==> src/rtl/pvd_pkg.sv <==
// shared constants and types for the polynomial value and derivative block
package pvd_pkg;

  // coefficient table geometry
  localparam int MaxDegree = 15;
  localparam int Depth     = MaxDegree + 1;
  localparam int AddrW     = $clog2(Depth);

  // field widths
  localparam int IdxW  = 4;
  localparam int DegW  = 4;
  localparam int QW    = 32;
  localparam int FracW = 16;
  localparam int ProdW = 2 * QW;
  localparam int ShW   = ProdW - FracW;
  localparam int SumW  = ShW + 1;

  // stream payload widths
  localparam int InDataW  = 72;
  localparam int OutDataW = 64;

  // request kinds carried on tuser
  localparam logic ReqLoad = 1'b0;
  localparam logic ReqEval = 1'b1;

  // control from the sequencer to the horner datapath
  typedef struct packed {
    logic init;
    logic mul;
    logic add;
  } step_ctl_t;

endpackage

==> src/rtl/pvd_coef_mem.sv <==
// coefficient memory with per-entry valid bits and one registered read port
module pvd_coef_mem
  import pvd_pkg::*;
(
  input  logic                 clk_i,
  input  logic                 rst_ni,
  input  logic                 we_i,
  input  logic [AddrW-1:0]     waddr_i,
  input  logic signed [QW-1:0] wdata_i,
  input  logic                 re_i,
  input  logic [AddrW-1:0]     raddr_i,
  output logic signed [QW-1:0] rdata_o
);

  logic signed [QW-1:0] mem [Depth];
  logic [Depth-1:0]     valid_q;
  logic signed [QW-1:0] rdata_q;
  logic                 rvld_q;

  // entries never written read as zero
  always_ff @(posedge clk_i or negedge rst_ni) begin
    if (!rst_ni) begin
      valid_q <= '0;
      rvld_q  <= 1'b0;
    end else begin
      if (we_i) begin
        valid_q[waddr_i] <= 1'b1;
      end
      if (re_i) begin
        rvld_q <= valid_q[raddr_i];
      end
    end
  end

  // storage array
  always_ff @(posedge clk_i) begin
    if (we_i) begin
      mem[waddr_i] <= wdata_i;
    end
    if (re_i) begin
      rdata_q <= mem[raddr_i];
    end
  end

  assign rdata_o = rvld_q ? rdata_q : '0;

endmodule

==> config.mk <==
export PLATFORM = sky130hd
export DESIGN_NAME = pvd_coef_mem
export DESIGN_NICKNAME = d
export VERILOG_FILES = /design/src/rtl/pvd_pkg.sv /design/src/rtl/pvd_coef_mem.sv
export SDC_FILE = /design/constraint.sdc
export NUM_CORES = 1
export LEC_CHECK = 0
export BUFFER_PORTS_ARGS = -buffer_cell sky130_fd_sc_hd__buf_2
export CORE_UTILIZATION = 35
export DETAILED_ROUTE_END_ITERATION = 7
export PLACE_DENSITY_LB_ADDON = 0.2
export SLEW_MARGIN = 20
export SYNTH_ARGS = -nofsm -noshare
export SYNTH_HDL_FRONTEND = slang
export SYNTH_SLANG_ARGS = --single-unit
==> constraint.sdc <==
create_clock -name clk_i -period 4.1 [get_ports clk_i]
set_input_delay 0.615 -clock clk_i [delete_from_list [all_inputs] [get_ports clk_i]]
set_output_delay 0.615 -clock clk_i [all_outputs]
set_load 0.03 [all_outputs]
### Word level (Yosys, flattened, before mapping)

Memories as Yosys holds them, arrays and structs flattened. A register that Yosys moved wholly into a read port is not among the register bits.
Cells that the tools add are included.
W data, S select, Z words.

* word-level logic and storage cells: 15
* bits in registers: 17
* latch bits: 0
* memories kept: 1
* RAM bits: 512
* bits of input ports: 44
* ROM bits: 0

* order comparisons: 3
* mux-type cells: 7
* bitwise logic cells: 1
* add/subtract/negate cells: 0
* equal/unequal tests: 0
* shifts and indexed selects: 0
* divide/modulo/power cells: 0
* reductions and logical operators: 1
* multipliers: 0

Memories
* mem: depth 16, bits a word 32, rd ports 1, clocked after Yosys merged registers in 1, wr ports 1, RTL line pvd_coef_mem.sv:15 `logic signed [QW-1:0] mem [Depth];`

Operators with widths (number)
* $mux W32: 1
* $or A16 B16 Y16: 1
* $lt A4 B5 Y1 const B: 2
* $bmux W1 S4: 1
* $demux W1 S4: 1
* $ge A4 B1 Y1 const B: 1
* $mux W1: 4
* $logic_and A1 B1 Y1: 1

### Longest topological paths before layout

Gate-level depths: netlist (run 1).

* word-level depth: 5
* gate-level depth with buffers: 6

### Worst setup path before layout (run 1)

OpenSTA, ideal clock, no wires.

* kind: input-to-reg
* start point: input waddr_i[2]
* end point: memory mem[0][0] (enable)
* path slack: 274 ps
* arrival: 3363 ps
* stages on the path: 2
* data required time: 3637 ps
* path through: or3b_2 -> nor3_1

RTL lines
* start: declaration: RTL line pvd_coef_mem.sv:8 `input logic [AddrW-1:0] waddr_i,`
* end: declaration: RTL line pvd_coef_mem.sv:15

No word-level cell before the write port.

### Worst setup path in the final report (run 1)

* start point: register rvld_q
* end point: output rdata_o[11]

* word-level cells in the longest chain between the ends: 1

RTL lines
* start: declaration: RTL line pvd_coef_mem.sv:18 `logic rvld_q;`
* start signal: assignment: RTL line pvd_coef_mem.sv:30 `rvld_q <= valid_q[raddr_i];`
* $mux W32: RTL line pvd_coef_mem.sv:45 `assign rdata_o = rvld_q ? rdata_q : '0;`
* end: declaration: RTL line pvd_coef_mem.sv:12 `output logic signed [QW-1:0] rdata_o`

Every way passes these cells.

==> impl_summary.txt, run 1 <==
----------------------------------------------------
[Layout]
  Share of cells above drive strength 1 ... a little under two fifths
  Post-Layout Inst Area ... approximately 24000 sq um
  Area Growth Syn to Fin ... 15.81%
  Number of inserted filler cells in the final layout ... between 5k and 6k
  Final net count ... about 1.0k
  Fraction of the core area covered by cells at the end of the flow ... 41.24%

[Logic synthesis]
  Synthesized netlist net count ... slightly below 900
  Netlist area before placement ... 21140 sq um
  Syn. warnings ... 0
  Share of synthesized area occupied by flip-flops and latches ... between 70% and 80%
  Mean cell area of the mapped netlist ... between 20 and 30 sq um
  Count of different cell masters after synthesis ... 18
  Gate count of the mapped netlist ... around 840
  Flops & latches, synth ... 561

[STA]
  Upper clock frequency limit ... 0.3663 GHz
  Headroom to the max-slew limit ... around two fifths
  Final critical-path share of the clock period ... between 60% and 70%
  Worst clock skew on the final layout ... 0.006953 ns
  Aggregate negative setup slack ... 0 ns
  Final Slew Violations ... 0
  Pin slew with the least headroom to its limit ... 0.9230 ns
  Hold_ws ... roughly 0.39 ns
  Endpoints failing setup ... 0
  Unrepaired setup endpoints after global routing ... false
  Clock period minus final worst setup slack ... around 2.7 ns
  Final Hold Vio Count ... 0

[Die]
  Area of the core ... 59350 sq um
  # rows ... 89
  Horiz. Die Dim ... 247.7 microns
  Starting density of the core ... between 30 and 40%
  DIE AREA ... a little over 60000 sq um
  Boundary Pins ... between 70 and 80
  Die extent in y ... approximately 250 microns

[Outcome]
  Failing checks ... design-rule violations
  Result of the run ... finished, violations left

[Setup path]
  Kind of start point of the critical path ... register
  Critical Path Slowest Stage Cell ... sky130_fd_sc_hd__dfrtp_2
  Class of the most critical setup path ... register to primary output
  Stage delay of the slowest cell on the critical path ... 0.97 ns
  Critical path data required time ... 3.48 ns
  Cell Chain, Critical Path ... and2_1 > buf_2
  Data arrival at the endpoint of the critical path ... around 2.1 ns
  Endpoint class of the critical path ... primary output
  Largest fanout on the critical path ... 33

[Clock tree]
  Worst-Skew Late Latency ... roughly 0.6 ns
  Number of clock sinks ... approximately 560
  Number of buffers created by CTS ... 59
  CTS tree ... done
  Number of buffers added for setup after CTS ... 0
  Root Buffer Master ... sky130_fd_sc_hd__clkbuf_16
  H-tree level count ... 2
  Maximum clock insertion buffer count ... 3
  Resized Gates After CTS ... 0
  Worst-path clk slew ... 0.06 ns

[Hold path]
  Path category of the worst min-delay check ... primary input to register

[Route]
  Vias after detailed routing ... ~9.2k
  Number of iterations in the first detailed-routing pass ... 7
  Post-detailed-route via-to-cell ratio ... a little over 5
  Wire length reported by the detailed router ... 48130 microns
  Average detailed-routed wire length per instance ... 26.99 microns
  Number of design rule violations left after detail routing ... 4
  Iteration-0 DRC Markers ... a little under 800
  Remaining number of nets flagged by the antenna check after routing ... 0

[Pwr]
  Worst voltage drop across the vdd grid ... between 0.3 and 0.4 mV
  Total chip power ... between 0.01 and 0.015 W
  Sequential share of power ... ~54%
  Switching Power ... 0.002696 W
  Net Sw Frac ... 22.01%
  Ratio of total power to cell area ... 500.4 nW/um^2
  Clock network fraction of design power ... about two fifths
  Static leakage ... between 7 and 8 nW
  Combinational cell fraction of total power ... under 10%
  Int Pwr ... 0.009553 W

[Placed design]
  Port Buffer Count ... between 70 and 80
  DP Area ... about 23000 sq um
  Detail Placement HPWL ... between 20000 and 25000 microns
  Routability congestion estimate from global placement ... about 0.7

[Global routing]
  First-pass GRT wire length ... 69790 microns
  Gr ovfl total ... 0
  Combined global-route utilization of all metal layers ... 16.19%
  Pin count of the biggest net entering global routing ... between 60 and 70
  Number of antenna violations at the first check in global routing ... 4
  Via count of the first global-routing pass ... approximately 10k

[Flow run]
  Total of max-cap violations ... 0

----------------------------------------------------
power groups by stage:
| stage | clock network (W) | registers (W) | logic [W] |
|---|---|---|---|
| final | 0.00486 | 0.00656 | 0.000835 |
| after global placement | 0 | 0.00668 | 0.000845 |
| after CTS | 0.00499 | 0.00656 | 0.000859 |
| after global routing | 0.00520 | 0.00658 | 0.000900 |
| after floorplan | 0 | 0.00662 | 0.000561 |
| after detailed placement | 0 | 0.00668 | 0.000857 |
placed cells by master, fill, tap and decap left out, types with 2 or more instances in the layout:
| master | n |
|---|---|
| sky130_fd_sc_hd__nand2b_1 | 2 |
| sky130_fd_sc_hd__buf_4 | 20 |
| sky130_fd_sc_hd__nand3b_1 | 2 |
| sky130_fd_sc_hd__buf_2 | 72 |
| sky130_fd_sc_hd__buf_12 | 11 |
| sky130_fd_sc_hd__clkbuf_16 | 59 |
| sky130_fd_sc_hd__clkbuf_1 | 13 |
| sky130_fd_sc_hd__edfxtp_1 | 544 |
| sky130_fd_sc_hd__or2_2 | 16 |
| sky130_fd_sc_hd__mux2i_1 | 3 |
| sky130_fd_sc_hd__clkinv_1 | 16 |
| sky130_fd_sc_hd__bufinv_16 | 2 |
| sky130_fd_sc_hd__inv_6 | 3 |
| sky130_fd_sc_hd__nor3_2 | 4 |
| sky130_fd_sc_hd__clkinv_2 | 9 |
| sky130_fd_sc_hd__mux4_2 | 164 |
| sky130_fd_sc_hd__dfrtp_1 | 16 |
| sky130_fd_sc_hd__nor2_4 | 12 |
| sky130_fd_sc_hd__and2_1 | 32 |
metrics by stage:
step	setup WS (ns)	std cells
after floorplan	0.2745	841
after global placement	1.264	1678
after detailed placement	1.252	1678
after CTS	1.213	1782
after global routing	1.214	1783
final	1.370	1783
routing by layer:
metal,vias to the layer above,GRT usage [%],share of wire (%),wire (microns)
met3,67,2.822,4.2,2040
met5,-,0,0.056,27
met2,193,25.81,48,23230
li1,3866,-,-,-
met4,4,4.529,1.8,862
met1,5055,22.94,46,21960
critical path: cells and delay by family, from the launching register on:
family	cells	cell delay [ns]
and+or+nand+nor	1	0.31
buffers and inverters	1	0.22
DFF	1	0.97
cell usage after synthesis:
library cell	n	area share, %
sky130_fd_sc_hd__nand2b_1	2	0.059
sky130_fd_sc_hd__nor2_1	12	0.21
sky130_fd_sc_hd__nor3_1	4	0.095
sky130_fd_sc_hd__mux2i_1	3	0.14
sky130_fd_sc_hd__or2_2	16	0.47
sky130_fd_sc_hd__nand3_1	1	0.024
sky130_fd_sc_hd__buf_6	9	0.48
sky130_fd_sc_hd__buf_2	7	0.17
sky130_fd_sc_hd__nand2_1	1	0.018
sky130_fd_sc_hd__mux2_2	1	0.053
sky130_fd_sc_hd__or3b_2	1	0.041
sky130_fd_sc_hd__and2_1	32	0.95
sky130_fd_sc_hd__mux4_2	164	17
sky130_fd_sc_hd__nand3b_1	2	0.071
sky130_fd_sc_hd__dfrtp_1	17	2.0
sky130_fd_sc_hd__clkbuf_1	19	0.34
sky130_fd_sc_hd__edfxtp_1	544	77
sky130_fd_sc_hd__buf_1	6	0.11
worst paths after layout:
kind                            cells after the start  slack [ns]           to        start
min in group asynchronous                           2        0.55   valid_q[2]       rst_ni
worst max register to register                      2        2.50  rdata_q[29]  mem[11][29]
worst max-delay path                                2        1.37  rdata_o[11]       rvld_q
worst min register to register                      1        0.46  valid_q[14]  valid_q[14]
worst min-delay path                                1        0.39    mem[7][0]   wdata_i[0]
max in group asynchronous                           2        3.24       rvld_q       rst_ni
flip-flops by register name, indices dropped and copies added, names as in the netlist:
signal / cells
rvld_q: 1
mem: 512
rdata_q: 32
valid_q: 16
what timing repair did:
item                       4_1_cts  5_1_grt
setup endpoints to repair        0        0
hold endpoints to repair        17        0
hold buffers                     1        0
cells by family after synthesis:
| group | share of synthesized area [%] |
|---|---|
| buf+inv | 1.089 |
| flops | 79.30 |
| mux | 17.67 |
| simple gates | 1.942 |
area by class of cell:
cell class	count	area, sq um	area share, %
sequential	561	16760	68.48
clock inverter	31	198.9	0.8127
multi-input combinational	239	4255	17.38
clock buffer	72	1525	6.231
tap	773	967.2	3.951
timing repair buffer	106	767.0	3.133
antenna	1	2.502	0.01022
Power figures use the tool's default switching activity.
==> run 2: changes to the inputs <==
==> constraint.sdc (replaced) <==
create_clock -name clk_i -period 2.6 [get_ports clk_i]
set_input_delay 0.39 -clock clk_i [delete_from_list [all_inputs] [get_ports clk_i]]
set_output_delay 0.39 -clock clk_i [all_outputs]
set_load 0.03 [all_outputs]
==> impl_summary.txt, run 2 (synthesized netlist as in run 1, its figures left out) <==
----------------------------------------------------
[STA]
  Post-layout worst setup margin ... 0.2018 ns (was 1.370 ns)
  Endpoints failing setup ... 0 (unchanged)
  Upper clock frequency limit ... between 0.4 and 0.5 GHz
  Final Slew Violations ... 0 (unchanged)
  Worst clock skew on the final layout ... 0.02302 ns (was 0.006953 ns)
  Clock period minus final worst setup slack ... 2.398 ns
  Final Hold Vio Count ... 0 (unchanged)
  Headroom to the max-slew limit ... 66.95% (was 38.46%)
  Unrepaired setup endpoints after global routing ... false (unchanged)
  Pin slew with the least headroom to its limit ... 0.4957 ns (was 0.9230 ns)
  Final critical-path share of the clock period ... between 90% and 100%

[Flow run]
  Total of max-cap violations ... 0 (unchanged)

[Clock tree]
  Number of clock sinks ... 561 (unchanged)
  CTS tree ... done (unchanged)
  Maximum clock insertion buffer count ... 3 (unchanged)
  Worst-Skew Late Latency ... 0.62 ns (was 0.60 ns)
  Worst-path clk slew ... 0.06 ns (about the same)
  Number of buffers created by CTS ... 57 (was 59)
  Root Buffer Master ... sky130_fd_sc_hd__clkbuf_16 (unchanged)
  H-tree level count ... 2 (unchanged)

[Setup path]
  Worst reg2reg path depth ... 2 (unchanged)
  Worst reg2reg setup slack ... 0.99 ns (was 2.50 ns)
  Worst setup path endpoint ... rdata_o[27] (was rdata_o[11])
  Data arrival at the endpoint of the critical path ... 2.01 ns (was 2.12 ns)
  First element of the critical path ... rvld_q (unchanged)
  Reg-to-reg critical path startpoint ... mem[10][20] (was mem[11][29])
  Kind of start point of the critical path ... register (unchanged)
  Class of the most critical setup path ... register to primary output (unchanged)
  Endpoint class of the critical path ... primary output (unchanged)
  Critical register-to-register path endpoint ... rdata_q[20] (was rdata_q[29])
  Largest fanout on the critical path ... 24 (was 33)
  Critical path data required time ... 2.21 ns (was 3.48 ns)

[Route]
  Number of design rule violations left after detail routing ... 3 (was 4)
  Routed metal-1 wire length ... 20940 microns (was 21960 microns)
  Remaining number of nets flagged by the antenna check after routing ... 0 (unchanged)
  Vias after detailed routing ... 9316 (was 9185)
  Post-detailed-route via-to-cell ratio ... 5.124 (was 5.151)
  Met2 wire length ... 24350 microns (was 23230 microns)
  Iteration-0 DRC Markers ... 693 (was 790)
  Average detailed-routed wire length per instance ... 26.62 microns (was 26.99 microns)
  Highest routed layer ... met5 (unchanged)
  Number of iterations in the first detailed-routing pass ... 8 (was 7)
  Wire length on met3 ... 2100 microns (was 2040 microns)
  Wire length reported by the detailed router ... 48390 microns (was 48130 microns)

[Placed design]
  Post-Place Setup Slack ... 0.2835 ns (was 1.252 ns)
  Detail Placement HPWL ... 27200 microns (was 23640 microns)
  Port Buffer Count ... 75 (unchanged)
  Routability congestion estimate from global placement ... 0.7223 (was 0.6839)
  DP Area ... 23050 sq um (was 22740 sq um)

[Pwr]
  Switching Power ... 0.004430 W (was 0.002696 W)
  Clock network fraction of design power ... 42.8% (was 39.7%)
  Ratio of total power to cell area ... 816.4 nW/um^2 (was 500.4 nW/um^2)
  Sequential share of power ... 50.3% (was 53.5%)
  Net Sw Frac ... 21.63% (was 22.01%)
  Combinational cell fraction of total power ... 6.8% (about the same)
  Static leakage ... 8.016 nW (was 7.686 nW)
  Worst voltage drop across the vdd grid ... 0.5156 mV (was 0.3119 mV)
  Int Pwr ... 0.01605 W (was 0.009553 W)

[Die]
  Boundary Pins ... 76 (unchanged)
  DIE AREA ... 61380 sq um (unchanged)
  Area of the core ... 59350 sq um (unchanged)
  Horiz. Die Dim ... 247.7 microns (unchanged)
  Die extent in y ... 247.7 microns (unchanged)
  Starting density of the core ... 35.61% (unchanged)
  # rows ... 89 (unchanged)

[Layout]
  Post-Layout Inst Area ... 25090 sq um (was 24480 sq um)
  Area Growth Syn to Fin ... 18.71% (was 15.81%)
  Commonest non-fill, non-tap cells in the layout ... 544 x sky130_fd_sc_hd__edfxtp_1, 164 x sky130_fd_sc_hd__mux4_2, 72 x sky130_fd_sc_hd__buf_2 (unchanged)
  Share of cells above drive strength 1 ... 40.80% (was 37.46%)
  Biggest regs ... mem (512), rdata_q (32), valid_q (16) (unchanged)
  Number of inserted filler cells in the final layout ... 5073 (was 5140)
  Number of flip-flops under the largest register name ... 512 (unchanged)
  Final net count ... 1040 (was 1011)
  Largest Register ... mem (unchanged)
  Most frequent standard cell in the layout excluding fill and tap cells ... sky130_fd_sc_hd__edfxtp_1 (unchanged)

[Hold path]
  Path category of the worst min-delay check ... primary input to register (unchanged)

[Outcome]
  Result of the run ... finished, violations left (unchanged)
  Failing checks ... design-rule violations (unchanged)

[Global routing]
  First-pass GRT wire length ... 70350 microns (was 69790 microns)
  Pin count of the biggest net entering global routing ... 34 (was 63)
  Gr ovfl total ... 0 (unchanged)
  Via count of the first global-routing pass ... 9761 (was 9875)
  Combined global-route utilization of all metal layers ... 16.24% (was 16.19%)
  Number of antenna violations at the first check in global routing ... 8 (was 4)

----------------------------------------------------
[run 2: worst min-delay path by stage]
stage / slack (ns) / cells past startpoint / to / from
floorplan: 0.09 / 0 / rvld_q / rst_ni
global placement: 0.33 / 1 / valid_q[14] / rst_ni
detailed placement: 0.33 / 1 / valid_q[11] / rst_ni
CTS: 0.11 / 1 / rdata_q[21] / re_i
global route: 0.12 / 1 / rdata_q[23] / re_i
finish: 0.15 / 1 / rdata_q[21] / re_i
[run 2: worst max-delay path: stages, from the launching register on]
cell and delay [ns]:
sky130_fd_sc_hd__dfrtp_4 0.67, sky130_fd_sc_hd__buf_4 0.28, sky130_fd_sc_hd__and2_1 0.21, sky130_fd_sc_hd__buf_2 0.22
[run 2: power by group through the flow]
stage               sequential, W  combinational [W]  clock [W]
floorplan                  0.0104           0.000885          0
finish                     0.0103            0.00139    0.00878
global route               0.0103            0.00150    0.00934
CTS                        0.0103            0.00143    0.00900
detailed placement         0.0105            0.00142          0
global placement           0.0105            0.00141          0
[run 2: routing by layer]
metal | up-vias | track usage, %
li1 | 3929 | -
met1 | 5101 | 21.74
met2 | 193 | 27.27
met3 | 81 | 3.233
met4 | 12 | 3.898
met5 | - | 0
[run 2: timing repair]
item / in CTS / in global routing
endpoints found under the hold margin: 17 / 0
setup buffers: 0 / 0
hold buffers: 1 / 0
resized for setup: 1 / 0
endpoints found under the setup margin: 2 / 0
[run 2: per-stage QoR]
stage          hold WS [ns]  std cells  TNS [ns]  util, %  power (W)
2_1_floorplan       0.09441        841    -13.36        -    0.01132
5_1_grt              0.1206       1818         0    42.28    0.02117
6_report             0.1466       1818         0    42.28    0.02048
4_1_cts              0.1123       1817         0    42.27    0.02075
3_5_place_dp         0.3337       1709         0    38.83    0.01193
3_3_place_gp         0.3308       1709         0    38.83    0.01191
[run 2: final cells by class]
type,count,area [sq um],area share [%]
clock buffers,62,1466,5.844
diodes,1,2.502,0.009973
clock inverters,45,560.5,2.234
flip-flops and latches,561,16760,66.81
multi-input cells,239,4280,17.06
well taps,773,967.2,3.855
repair buffers,137,1050,4.184
